--- src/sv/swtd_pkg.sv ---
// Shared types and constants of the software timer dispatcher.
// Holds field widths, action and status codes, controller states and the
// command and status bundles between controller and datapath. No dependencies.
package swtd_pkg;

  localparam int unsigned ACTION_W      = 2;
  localparam int unsigned PERIOD_W      = 32;
  localparam int unsigned ID_W          = 8;
  localparam int unsigned STATUS_W      = 2;
  localparam int unsigned RES_W         = 8;
  localparam int unsigned PRESCALE_W    = 10;
  localparam int unsigned TICK_W        = 32;
  localparam int unsigned PRESCALE_MULT = 4;
  localparam int unsigned MAX_RESULTS   = 8;
  localparam int unsigned FIRE_CNT_W    = 4;

  localparam logic [RES_W-1:0] RES_RESET = 8'd1;

  localparam logic KIND_STATUS = 1'b0;
  localparam logic KIND_FIRED  = 1'b1;

  typedef enum logic [ACTION_W-1:0] {
    ACT_TICK  = 2'd0,
    ACT_START = 2'd1,
    ACT_STOP  = 2'd2
  } action_e;

  typedef enum logic [STATUS_W-1:0] {
    ST_OK        = 2'd0,
    ST_FULL      = 2'd1,
    ST_NOT_FOUND = 2'd2
  } status_e;

  typedef enum logic [3:0] {
    S_IDLE,
    S_DECODE,
    S_SCAN_RD,
    S_SCAN_WAIT,
    S_SCAN_DIV,
    S_SCAN_PUSH,
    S_FLUSH,
    S_STOP_RD,
    S_STOP_CMP,
    S_STOP_MOVE,
    S_RESULT
  } state_e;

  typedef struct packed {
    logic [PERIOD_W-1:0] period;
    logic [ID_W-1:0]     id;
  } entry_t;

  // Commands from the controller to the datapath.
  typedef struct packed {
    logic    capture;
    logic    tick;
    logic    append;
    logic    idx_clr;
    logic    idx_inc;
    logic    rd_idx;
    logic    rd_last;
    logic    move;
    logic    div_start;
    logic    pend_load;
    logic    pend_clr;
    logic    set_status;
    status_e res_status;
    logic    out_status;
    logic    out_pend;
    logic    out_last;
  } cmd_t;

  // Status from the datapath to the controller.
  typedef struct packed {
    logic [ACTION_W-1:0] action;
    logic                wrap;
    logic                full;
    logic                idx_lt_cnt;
    logic                period_zero;
    logic                div_done;
    logic                rem_zero;
    logic                id_match;
    logic                fire_room;
    logic                pend_valid;
    logic                out_free;
  } stat_t;

endpackage

--- src/sv/swtd_if.sv ---
// Valid/ready channel interfaces for input items and result items.
// Depends on swtd_pkg for the field widths.
interface swtd_in_if;
  logic                          valid;
  logic                          ready;
  logic [swtd_pkg::ACTION_W-1:0] action;
  logic [swtd_pkg::PERIOD_W-1:0] period;
  logic [swtd_pkg::ID_W-1:0]     consumer_id;

  modport source (output valid, action, period, consumer_id, input ready);
  modport sink   (input valid, action, period, consumer_id, output ready);
  modport mon    (input valid, ready, action, period, consumer_id);
endinterface

interface swtd_out_if;
  logic                          valid;
  logic                          ready;
  logic                          kind;
  logic [swtd_pkg::STATUS_W-1:0] status;
  logic [swtd_pkg::ID_W-1:0]     fired_id;
  logic                          last;

  modport source (output valid, kind, status, fired_id, last, input ready);
  modport sink   (input valid, kind, status, fired_id, last, output ready);
  modport mon    (input valid, ready, kind, status, fired_id, last);
endinterface

--- src/sv/software_timer_dispatcher_unit.sv ---
// One item at a time. A start answers after decode; a stop searches the table entry by entry.
// A tick without a count wrap returns to idle after decode. A tick with a wrap scans the
// table and runs the remainder unit for each entry with a nonzero period.
// A result waits in the output register; the next result of a tick waits for it.
// Reset clears the counters, empties the table and sets resolution to 1.
// Top level of the dispatcher; depends on swtd_pkg, swtd_if, swtd_ctrl, swtd_dp.
module software_timer_dispatcher_unit #(
  parameter int unsigned NumTasks = 8
) (
  input  logic                       clk_i,
  input  logic                       rst_ni,
  input  logic                       cfg_we_i,
  input  logic [swtd_pkg::RES_W-1:0] cfg_wdata_i,
  swtd_in_if.sink                    item_i,
  swtd_out_if.source                 result_o
);

  swtd_pkg::cmd_t  cmd;
  swtd_pkg::stat_t stat;

  swtd_ctrl u_ctrl (
    .clk_i      (clk_i),
    .rst_ni     (rst_ni),
    .in_valid_i (item_i.valid),
    .in_ready_o (item_i.ready),
    .stat_i     (stat),
    .cmd_o      (cmd)
  );

  swtd_dp #(
    .NumTasks (NumTasks)
  ) u_dp (
    .clk_i        (clk_i),
    .rst_ni       (rst_ni),
    .cfg_we_i     (cfg_we_i),
    .cfg_wdata_i  (cfg_wdata_i),
    .in_action_i  (item_i.action),
    .in_period_i  (item_i.period),
    .in_id_i      (item_i.consumer_id),
    .cmd_i        (cmd),
    .stat_o       (stat),
    .out_ready_i  (result_o.ready),
    .out_valid_o  (result_o.valid),
    .out_kind_o   (result_o.kind),
    .out_status_o (result_o.status),
    .out_id_o     (result_o.fired_id),
    .out_last_o   (result_o.last)
  );

endmodule

--- src/sv/swtd_rem.sv ---
// Iterative remainder unit: one restoring step per cycle over the dividend.
// Depends on swtd_pkg for the word width.
module swtd_rem (
  input  logic                        clk_i,
  input  logic                        rst_ni,
  input  logic                        start_i,
  input  logic [swtd_pkg::TICK_W-1:0] dividend_i,
  input  logic [swtd_pkg::TICK_W-1:0] divisor_i,
  output logic                        done_o,
  output logic [swtd_pkg::TICK_W-1:0] rem_o
);

  localparam int unsigned W     = swtd_pkg::TICK_W;
  localparam int unsigned StepW = $clog2(W);

  logic             busy_q, done_q;
  logic [StepW-1:0] step_q;
  logic [W-1:0]     num_q, rem_q, div_q;
  logic [W:0]       trial, diff;
  logic             ge;
  logic [W-1:0]     rem_d;

  always_comb begin
    trial = {rem_q, num_q[W-1]};
    diff  = trial - {1'b0, div_q};
    ge    = trial >= {1'b0, div_q};
    rem_d = ge ? diff[W-1:0] : trial[W-1:0];
  end

  always_ff @(posedge clk_i or negedge rst_ni) begin
    if (!rst_ni) begin
      busy_q <= 1'b0;
      done_q <= 1'b0;
      step_q <= '0;
    end else if (start_i) begin
      busy_q <= 1'b1;
      done_q <= 1'b0;
      step_q <= '0;
    end else if (busy_q) begin
      step_q <= step_q + 1'b1;
      if (step_q == StepW'(W - 1)) begin
        busy_q <= 1'b0;
        done_q <= 1'b1;
      end
    end else begin
      done_q <= 1'b0;
    end
  end

  always_ff @(posedge clk_i) begin
    if (start_i) begin
      num_q <= dividend_i;
      rem_q <= '0;
      div_q <= divisor_i;
    end else if (busy_q) begin
      num_q <= {num_q[W-2:0], 1'b0};
      rem_q <= rem_d;
    end
  end

  assign done_o = done_q;
  assign rem_o  = rem_q;

endmodule

--- src/sv/swtd_ctrl.sv ---
// Controller state machine of the dispatcher: sequences ticks, table scans,
// starts and stops. Depends on swtd_pkg for states, commands and status.
module swtd_ctrl (
  input  logic            clk_i,
  input  logic            rst_ni,
  input  logic            in_valid_i,
  output logic            in_ready_o,
  input  swtd_pkg::stat_t stat_i,
  output swtd_pkg::cmd_t  cmd_o
);

  swtd_pkg::state_e state_q, state_d;

  always_ff @(posedge clk_i or negedge rst_ni) begin
    if (!rst_ni) begin
      state_q <= swtd_pkg::S_IDLE;
    end else begin
      state_q <= state_d;
    end
  end

  always_comb begin
    state_d    = state_q;
    cmd_o      = '0;
    in_ready_o = (state_q == swtd_pkg::S_IDLE);
    case (state_q)
      swtd_pkg::S_IDLE: begin
        if (in_valid_i) begin
          cmd_o.capture = 1'b1;
          state_d       = swtd_pkg::S_DECODE;
        end
      end
      swtd_pkg::S_DECODE: begin
        case (stat_i.action)
          swtd_pkg::ACT_TICK: begin
            cmd_o.tick = 1'b1;
            if (stat_i.wrap) begin
              cmd_o.idx_clr = 1'b1;
              state_d       = swtd_pkg::S_SCAN_RD;
            end else begin
              state_d = swtd_pkg::S_IDLE;
            end
          end
          swtd_pkg::ACT_START: begin
            cmd_o.set_status = 1'b1;
            if (stat_i.full) begin
              cmd_o.res_status = swtd_pkg::ST_FULL;
            end else begin
              cmd_o.append     = 1'b1;
              cmd_o.res_status = swtd_pkg::ST_OK;
            end
            state_d = swtd_pkg::S_RESULT;
          end
          swtd_pkg::ACT_STOP: begin
            cmd_o.idx_clr = 1'b1;
            state_d       = swtd_pkg::S_STOP_RD;
          end
          default: begin
            state_d = swtd_pkg::S_IDLE;
          end
        endcase
      end
      swtd_pkg::S_SCAN_RD: begin
        if (stat_i.idx_lt_cnt) begin
          cmd_o.rd_idx = 1'b1;
          state_d      = swtd_pkg::S_SCAN_WAIT;
        end else begin
          state_d = swtd_pkg::S_FLUSH;
        end
      end
      swtd_pkg::S_SCAN_WAIT: begin
        if (stat_i.period_zero) begin
          cmd_o.idx_inc = 1'b1;
          state_d       = swtd_pkg::S_SCAN_RD;
        end else begin
          cmd_o.div_start = 1'b1;
          state_d         = swtd_pkg::S_SCAN_DIV;
        end
      end
      swtd_pkg::S_SCAN_DIV: begin
        if (stat_i.div_done) begin
          if (stat_i.rem_zero && stat_i.fire_room) begin
            state_d = swtd_pkg::S_SCAN_PUSH;
          end else begin
            cmd_o.idx_inc = 1'b1;
            state_d       = swtd_pkg::S_SCAN_RD;
          end
        end
      end
      // A fired consumer is held back in the pending register so that the final one of the
      // tick can be marked as last.
      swtd_pkg::S_SCAN_PUSH: begin
        if (!stat_i.pend_valid) begin
          cmd_o.pend_load = 1'b1;
          cmd_o.idx_inc   = 1'b1;
          state_d         = swtd_pkg::S_SCAN_RD;
        end else if (stat_i.out_free) begin
          cmd_o.out_pend  = 1'b1;
          cmd_o.pend_load = 1'b1;
          cmd_o.idx_inc   = 1'b1;
          state_d         = swtd_pkg::S_SCAN_RD;
        end
      end
      swtd_pkg::S_FLUSH: begin
        if (!stat_i.pend_valid) begin
          state_d = swtd_pkg::S_IDLE;
        end else if (stat_i.out_free) begin
          cmd_o.out_pend = 1'b1;
          cmd_o.out_last = 1'b1;
          cmd_o.pend_clr = 1'b1;
          state_d        = swtd_pkg::S_IDLE;
        end
      end
      swtd_pkg::S_STOP_RD: begin
        if (stat_i.idx_lt_cnt) begin
          cmd_o.rd_idx = 1'b1;
          state_d      = swtd_pkg::S_STOP_CMP;
        end else begin
          cmd_o.set_status = 1'b1;
          cmd_o.res_status = swtd_pkg::ST_NOT_FOUND;
          state_d          = swtd_pkg::S_RESULT;
        end
      end
      swtd_pkg::S_STOP_CMP: begin
        if (stat_i.id_match) begin
          cmd_o.rd_last = 1'b1;
          state_d       = swtd_pkg::S_STOP_MOVE;
        end else begin
          cmd_o.idx_inc = 1'b1;
          state_d       = swtd_pkg::S_STOP_RD;
        end
      end
      swtd_pkg::S_STOP_MOVE: begin
        cmd_o.move       = 1'b1;
        cmd_o.set_status = 1'b1;
        cmd_o.res_status = swtd_pkg::ST_OK;
        state_d          = swtd_pkg::S_RESULT;
      end
      swtd_pkg::S_RESULT: begin
        if (stat_i.out_free) begin
          cmd_o.out_status = 1'b1;
          state_d          = swtd_pkg::S_IDLE;
        end
      end
      default: begin
        state_d = swtd_pkg::S_IDLE;
      end
    endcase
  end

endmodule

--- src/sv/swtd_dp.sv ---
// Datapath of the dispatcher: prescaler, tick count, consumer table memory,
// remainder unit and result register. Depends on swtd_pkg and swtd_rem.
module swtd_dp #(
  parameter int unsigned NumTasks = 8
) (
  input  logic                          clk_i,
  input  logic                          rst_ni,
  input  logic                          cfg_we_i,
  input  logic [swtd_pkg::RES_W-1:0]    cfg_wdata_i,
  input  logic [swtd_pkg::ACTION_W-1:0] in_action_i,
  input  logic [swtd_pkg::PERIOD_W-1:0] in_period_i,
  input  logic [swtd_pkg::ID_W-1:0]     in_id_i,
  input  swtd_pkg::cmd_t                cmd_i,
  output swtd_pkg::stat_t               stat_o,
  input  logic                          out_ready_i,
  output logic                          out_valid_o,
  output logic                          out_kind_o,
  output logic [swtd_pkg::STATUS_W-1:0] out_status_o,
  output logic [swtd_pkg::ID_W-1:0]     out_id_o,
  output logic                          out_last_o
);

  localparam int unsigned CntW = $clog2(NumTasks + 1);
  localparam int unsigned IdxW = (NumTasks > 1) ? $clog2(NumTasks) : 1;
  localparam int unsigned PW   = swtd_pkg::PRESCALE_W;

  // Configuration and counters.
  logic [swtd_pkg::RES_W-1:0]    resolution_q;
  logic [PW-1:0]                 prescale_q;
  logic [swtd_pkg::TICK_W-1:0]   tick_q;
  logic [CntW-1:0]               cnt_q, idx_q, last_idx;
  logic [swtd_pkg::FIRE_CNT_W-1:0] fire_cnt_q;

  // Captured item and pending results.
  logic [swtd_pkg::ACTION_W-1:0] action_q;
  logic [swtd_pkg::PERIOD_W-1:0] period_q;
  logic [swtd_pkg::ID_W-1:0]     id_q;
  swtd_pkg::status_e             res_status_q;
  logic                          pend_valid_q;
  logic [swtd_pkg::ID_W-1:0]     pend_id_q;
  logic                          out_valid_q;
  logic                          out_kind_q;
  logic [swtd_pkg::STATUS_W-1:0] out_status_q;
  logic [swtd_pkg::ID_W-1:0]     out_id_q;
  logic                          out_last_q;

  // Table memory.
  swtd_pkg::entry_t tbl_q [NumTasks];
  swtd_pkg::entry_t rd_entry_q;
  swtd_pkg::entry_t wr_entry;
  logic             tbl_we, tbl_re;
  logic [IdxW-1:0]  wr_addr, rd_addr;

  logic [swtd_pkg::RES_W-1:0]  res_eff;
  logic [PW-1:0]               limit;
  logic [PW:0]                 pre_next;
  logic                        wrap;
  logic                        div_done;
  logic [swtd_pkg::TICK_W-1:0] rem;
  logic                        out_load;

  // A resolution of zero behaves as one.
  always_comb begin
    res_eff  = (resolution_q == '0) ? swtd_pkg::RES_W'(1) : resolution_q;
    limit    = PW'(res_eff) * PW'(swtd_pkg::PRESCALE_MULT);
    pre_next = {1'b0, prescale_q} + (PW + 1)'(1);
    wrap     = pre_next >= {1'b0, limit};
    last_idx = cnt_q - 1'b1;
  end

  always_comb begin
    tbl_we   = cmd_i.append | cmd_i.move;
    wr_addr  = cmd_i.append ? cnt_q[IdxW-1:0] : idx_q[IdxW-1:0];
    wr_entry = cmd_i.append ? {period_q, id_q} : rd_entry_q;
    tbl_re   = cmd_i.rd_idx | cmd_i.rd_last;
    rd_addr  = cmd_i.rd_last ? last_idx[IdxW-1:0] : idx_q[IdxW-1:0];
  end

  always_ff @(posedge clk_i) begin
    if (tbl_we) begin
      tbl_q[wr_addr] <= wr_entry;
    end
    if (tbl_re) begin
      rd_entry_q <= tbl_q[rd_addr];
    end
  end

  swtd_rem u_rem (
    .clk_i      (clk_i),
    .rst_ni     (rst_ni),
    .start_i    (cmd_i.div_start),
    .dividend_i (tick_q),
    .divisor_i  (rd_entry_q.period),
    .done_o     (div_done),
    .rem_o      (rem)
  );

  assign out_load = cmd_i.out_status | cmd_i.out_pend;

  always_ff @(posedge clk_i or negedge rst_ni) begin
    if (!rst_ni) begin
      resolution_q <= swtd_pkg::RES_RESET;
      prescale_q   <= '0;
      tick_q       <= '0;
      cnt_q        <= '0;
      idx_q        <= '0;
      fire_cnt_q   <= '0;
      pend_valid_q <= 1'b0;
      out_valid_q  <= 1'b0;
    end else begin
      if (cfg_we_i) begin
        resolution_q <= cfg_wdata_i;
      end
      if (cmd_i.tick) begin
        if (wrap) begin
          prescale_q <= '0;
          tick_q     <= tick_q + 1'b1;
        end else begin
          prescale_q <= pre_next[PW-1:0];
        end
      end
      if (cmd_i.append) begin
        cnt_q <= cnt_q + 1'b1;
      end else if (cmd_i.move) begin
        cnt_q <= last_idx;
      end
      if (cmd_i.idx_clr) begin
        idx_q      <= '0;
        fire_cnt_q <= '0;
      end else begin
        if (cmd_i.idx_inc) begin
          idx_q <= idx_q + 1'b1;
        end
        if (cmd_i.pend_load) begin
          fire_cnt_q <= fire_cnt_q + 1'b1;
        end
      end
      if (cmd_i.pend_load) begin
        pend_valid_q <= 1'b1;
      end else if (cmd_i.pend_clr) begin
        pend_valid_q <= 1'b0;
      end
      if (out_load) begin
        out_valid_q <= 1'b1;
      end else if (out_ready_i) begin
        out_valid_q <= 1'b0;
      end
    end
  end

  always_ff @(posedge clk_i) begin
    if (cmd_i.capture) begin
      action_q <= in_action_i;
      period_q <= in_period_i;
      id_q     <= in_id_i;
    end
    if (cmd_i.set_status) begin
      res_status_q <= cmd_i.res_status;
    end
    if (cmd_i.pend_load) begin
      pend_id_q <= rd_entry_q.id;
    end
    if (cmd_i.out_status) begin
      out_kind_q   <= swtd_pkg::KIND_STATUS;
      out_status_q <= res_status_q;
      out_id_q     <= id_q;
      out_last_q   <= 1'b1;
    end else if (cmd_i.out_pend) begin
      out_kind_q   <= swtd_pkg::KIND_FIRED;
      out_status_q <= swtd_pkg::ST_OK;
      out_id_q     <= pend_id_q;
      out_last_q   <= cmd_i.out_last;
    end
  end

  always_comb begin
    stat_o.action      = action_q;
    stat_o.wrap        = wrap;
    stat_o.full        = (cnt_q == CntW'(NumTasks));
    stat_o.idx_lt_cnt  = (idx_q < cnt_q);
    stat_o.period_zero = (rd_entry_q.period == '0);
    stat_o.div_done    = div_done;
    stat_o.rem_zero    = (rem == '0);
    stat_o.id_match    = (rd_entry_q.id == id_q);
    stat_o.fire_room   = (fire_cnt_q < swtd_pkg::FIRE_CNT_W'(swtd_pkg::MAX_RESULTS));
    stat_o.pend_valid  = pend_valid_q;
    stat_o.out_free    = !out_valid_q;
  end

  assign out_valid_o  = out_valid_q;
  assign out_kind_o   = out_kind_q;
  assign out_status_o = out_status_q;
  assign out_id_o     = out_id_q;
  assign out_last_o   = out_last_q;

endmodule

--- src/flat_wrapper.sv ---
// flat-port wrapper written by rule: the top's interface ports become plain ports
module software_timer_dispatcher_unit_flat 
#(
  parameter int unsigned NumTasks = 8
)
  (clk_i, rst_ni, cfg_we_i, cfg_wdata_i, item_i_valid, item_i_action, item_i_period, item_i_consumer_id, item_i_ready, result_o_valid, result_o_kind, result_o_status, result_o_fired_id, result_o_last, result_o_ready);
  swtd_in_if item_i_i ();
  swtd_out_if result_o_i ();
  input  logic clk_i;
  input  logic rst_ni;
  input  logic cfg_we_i;
  input  logic [swtd_pkg::RES_W-1:0] cfg_wdata_i;
  input wire logic [$bits(item_i_i.valid)-1:0] item_i_valid;
  input wire logic [$bits(item_i_i.action)-1:0] item_i_action;
  input wire logic [$bits(item_i_i.period)-1:0] item_i_period;
  input wire logic [$bits(item_i_i.consumer_id)-1:0] item_i_consumer_id;
  output wire logic [$bits(item_i_i.ready)-1:0] item_i_ready;
  output wire logic [$bits(result_o_i.valid)-1:0] result_o_valid;
  output wire logic [$bits(result_o_i.kind)-1:0] result_o_kind;
  output wire logic [$bits(result_o_i.status)-1:0] result_o_status;
  output wire logic [$bits(result_o_i.fired_id)-1:0] result_o_fired_id;
  output wire logic [$bits(result_o_i.last)-1:0] result_o_last;
  input wire logic [$bits(result_o_i.ready)-1:0] result_o_ready;
  assign item_i_i.valid = item_i_valid;
  assign item_i_i.action = item_i_action;
  assign item_i_i.period = item_i_period;
  assign item_i_i.consumer_id = item_i_consumer_id;
  assign item_i_ready = item_i_i.ready;
  assign result_o_valid = result_o_i.valid;
  assign result_o_kind = result_o_i.kind;
  assign result_o_status = result_o_i.status;
  assign result_o_fired_id = result_o_i.fired_id;
  assign result_o_last = result_o_i.last;
  assign result_o_i.ready = result_o_ready;
  software_timer_dispatcher_unit #(.NumTasks(NumTasks)) u_core (.clk_i(clk_i), .rst_ni(rst_ni), .cfg_we_i(cfg_we_i), .cfg_wdata_i(cfg_wdata_i), .item_i(item_i_i), .result_o(result_o_i));
endmodule
--- config.mk ---
export PLATFORM = sky130hd
export DESIGN_NAME = software_timer_dispatcher_unit_flat
export DESIGN_NICKNAME = d
export VERILOG_FILES = /design/src/sv/swtd_pkg.sv /design/src/sv/swtd_if.sv /design/src/sv/software_timer_dispatcher_unit.sv /design/src/sv/swtd_rem.sv /design/src/sv/swtd_ctrl.sv /design/src/sv/swtd_dp.sv /design/src/flat_wrapper.sv
export SDC_FILE = /design/constraint.sdc
export NUM_CORES = 1
export LEC_CHECK = 0
export BUFFER_PORTS_ARGS = -buffer_cell sky130_fd_sc_hd__buf_2
export CAP_MARGIN = 20
export CORE_MARGIN = 4
export CORE_UTILIZATION = 48
export DETAILED_ROUTE_END_ITERATION = 12
export HOLD_SLACK_MARGIN = 0.15
export PLACE_DENSITY_LB_ADDON = 0.2
export SKIP_LAST_GASP = 1
export SLEW_MARGIN = 20
export SYNTH_ARGS = -nofsm -noshare
export SYNTH_HDL_FRONTEND = slang
export SYNTH_SLANG_ARGS = --single-unit
--- constraint.sdc ---
create_clock -name clk_i -period 7.02 [get_ports clk_i]
set_input_delay 1.404 -clock clk_i [delete_from_list [all_inputs] [get_ports clk_i]]
set_output_delay 1.404 -clock clk_i [all_outputs]
set_load 0.1 [all_outputs]
==> results.cfg <==
[synth]
synth_edf_count = 486
synthCells = 1748
synth_simple_gate_area_frac = 0.0846
synth-warning-count = 0
synth_flop_cell = edfxtp_1
synth.area.top_cells = edfxtp_1, dfrtp_1, mux4_2, mux2_2, nand2_1
synthMuxAreaShare = 0.114
synth_xor_area_frac = 0.0292
synth_area_per_cell_um2 = 14.7
synth_top_family_by_area = multiplexers
synthArstFlopShare = 0.126
yosysTopAreaCellShare = 0.566
seq_area_frac_synth = 0.665
synth_cell_type_count = 78
synthesis.area_um2 = 25800
synth_largest_area_cell = edfxtp_1
synth_compound_area_frac = 0.0551
yosys_register_bits = 595
synthAdderAreaFrac = 0.0280
syn_nets = 1860

[power_and_ir_drop]
max-vdd-ir-drop_mv = 0.223
power_density_nw_per_um2 = 412
p_leak_uw = 0.0106

[critical_path]
path_max_fanout = 47
path_cells = and2b_1 -> and3_1 -> o21ai_4 -> buf_4 -> a22oi_1 -> nor2_4 -> buf_4
timing.rr.start = u_core.u_ctrl.state_q[1]
startpoint = u_core.u_ctrl.state_q[1]
cp.arrival_ps = 4240
cp-end-kind = flip-flop
crit_path_start_kind = flip-flop
critPathKind = reg2reg
worst_path_max_delay_cell = nor2_4
r2r_setup_slack_ps = 3080
worstPathRequired_ps = 7330
slowest_delay_ps = 770
cpMostUsedCell = buf_4

[clock_tree]
cts_root_buf = clkbuf_16
postCtsSetupBuffers = 0
hold_buffers = 0
cts_buffers = 60
htreeDepth = 2
clock_latency_ps = 640
cts_tree = yes
clk_pin_slew_ps = 60
cts_sinks = 595
ctsResizeCount = 0
clockBufferDepth = 3

[layout]
drive_gt1_frac = 0.196
syn_to_final_growth_pct = 12.1
diodes = 0
postLayoutCoreUtil = 0.547
seq_area_um2 = 17200
nFillCells = 4221
fin_nets = 1939
multiInputGateArea_um2 = 8150
layout_commonest_cell = edfxtp_1
final_cell_mix = edfxtp_1, nand2_1, nor2_1
design_area_um2 = 28900

[placed_design]
gp_congestion = 0.876
place_area_um2 = 26900
dp_hpwl_um = 32300
port_buffers = 68

[sta]
setup_viol = 0
rsz0062_at_grt = no
clock.fmax_ghz = 0.254
clock_skew_ps = 46.2
maxSlewViolCount = 0
finalCritPeriodShare = 0.561
final_hold_viol_count = 0
relSlewSlack = 0.371
min_period_ps = 3940
fin_tns_setup_ps = 0
tightest_slew_ps = 937

[global_route]
antenna_found_initial = 1
grt_max_degree = 81
gr-total-overflow = 0
track_usage = 0.185
grt_pass1_vias = 14700
grt_pass1_wl_um = 83500

[floorplan]
die_area_um2 = 57500
die_y_um = 240
initial_utilization = 0.488
io_pins = 69
coreArea_um2 = 52900
std_cell_rows = 84
die_w_um = 240

[run]
maxCapViolCount = 0

[routing]
ant_nets = 0
wl_per_cell_um = 20.6
drc = 0
vias = 14400
viasPerCell = 5.62
first_pass_iters = 5
drt_iter0_drc = 922
wl_um = 52700

[min_path]
hold_path.class = reg2reg
min_from = u_core.u_dp.out_kind_o

[run_status]
outcome = completed
power by group:
group | switching (uW) | leakage (uW) | total [uW] | internal (uW)
Sequential | 425 | 0.00575 | 5160 | 4730
Clock | 1330 | 0.000944 | 3160 | 1830
Combinational | 2060 | 0.00395 | 3580 | 1520
Total | 3820 | 0.0106 | 11900 | 8080
worst max-delay path, delay by kind of cell (launching register included):
kind	cells	cell delay (ps)
AOI/OAI and AO/OA	2	530
buffers and inverters	2	960
and+or+nand+nor	3	1460
DFF	1	650
registers in the layout, indices dropped and copies added, names as in the netlist, 2 cells and up:
register	flops
u_core.u_dp.out_id_o	8
u_core.u_dp.u_rem.div_q	32
u_core.u_dp.fire_cnt_q	4
u_core.u_dp.pend_id_q	8
u_core.u_dp.action_q	2
u_core.u_dp.out_status_o	2
u_core.u_dp.res_status_q	2
u_core.u_dp.u_rem.num_q	32
u_core.u_dp.cnt_q	4
u_core.u_dp.period_q	32
u_core.u_dp.prescale_q	10
u_core.u_dp.u_rem.rem_o	32
u_core.u_dp.id_q	8
u_core.u_dp.idx_q	4
u_core.u_dp.tbl_q	320
u_core.u_dp.tick_q	32
u_core.u_dp.u_rem.step_q	5
u_core.u_dp.resolution_q	8
u_core.u_dp.rd_entry_q	40
u_core.u_ctrl.state_q	4
cell families after synthesis:
kind of cell             Yosys count
AND/OR/NAND/NOR                  472
buffers and inverters            135
AO/OA/AOI/OAI                    219
adder cells (fa/ha/maj)           57
flip-flops                       595
XOR/XNOR                          86
multiplexers                     184
layer usage:
metal  vias up  GRT usage  wire, um
li1       6769          -         -
met1      7211      0.254     23300
met2       309      0.306     25700
met3        99     0.0277      2160
met4         0     0.0605      1520
met5         -          0         0
path summary, 6_finish.rpt:
path / to / cells past startpoint
max in group asynchronous: u_core.u_dp.u_rem.busy_q / 1
hold / removal: u_core.u_dp.out_kind_o / 2
setup reg to reg: u_core.u_dp.tbl_q[5][39] / 7
min in group asynchronous: u_core.u_dp.tick_q[10] / 1
hold reg to reg: u_core.u_dp.out_kind_o / 2
setup / recovery: u_core.u_dp.tbl_q[5][39] / 7
per-stage QoR:
stage | setup WS, ps | total power [uW] | std cells | hold WS (ps)
final | 3080 | 11900 | 2562 | 472
after global routing | 2860 | 12600 | 2562 | 499
after CTS | 3060 | 12000 | 2562 | 478
after detailed placement | 3060 | 8830 | 2453 | 467
after global placement | 2970 | 8710 | 2452 | 449
after floorplan | 2030 | 7950 | 1748 | 436
layout make-up:
type	count	share of cell area
timing repair buffer	91	0.0191
multi-input combinational	1018	0.282
sequential	595	0.593
clock inverter	38	0.0145
clock buffer	71	0.0534
tap	688	0.0298
inverter	61	0.00792
cells in the mapped netlist (all sizes together) (9+ instances only):
master,instances
ha,56
and3,11
nor3,20
nor4,22
edfxtp,486
a21oi,54
nand2,213
nor2,105
dfrtp,74
clkbuf,53
a211oi,29
a31oi,9
o21ai,51
xor2,43
buf,21
inv,60
dfxtp,34
nand2b,16
a21o,17
mux2i,23
nand3,23
nand4,24
xnor2,43
mux2,81
mux4,80
(Power assumes the default switching activity.)
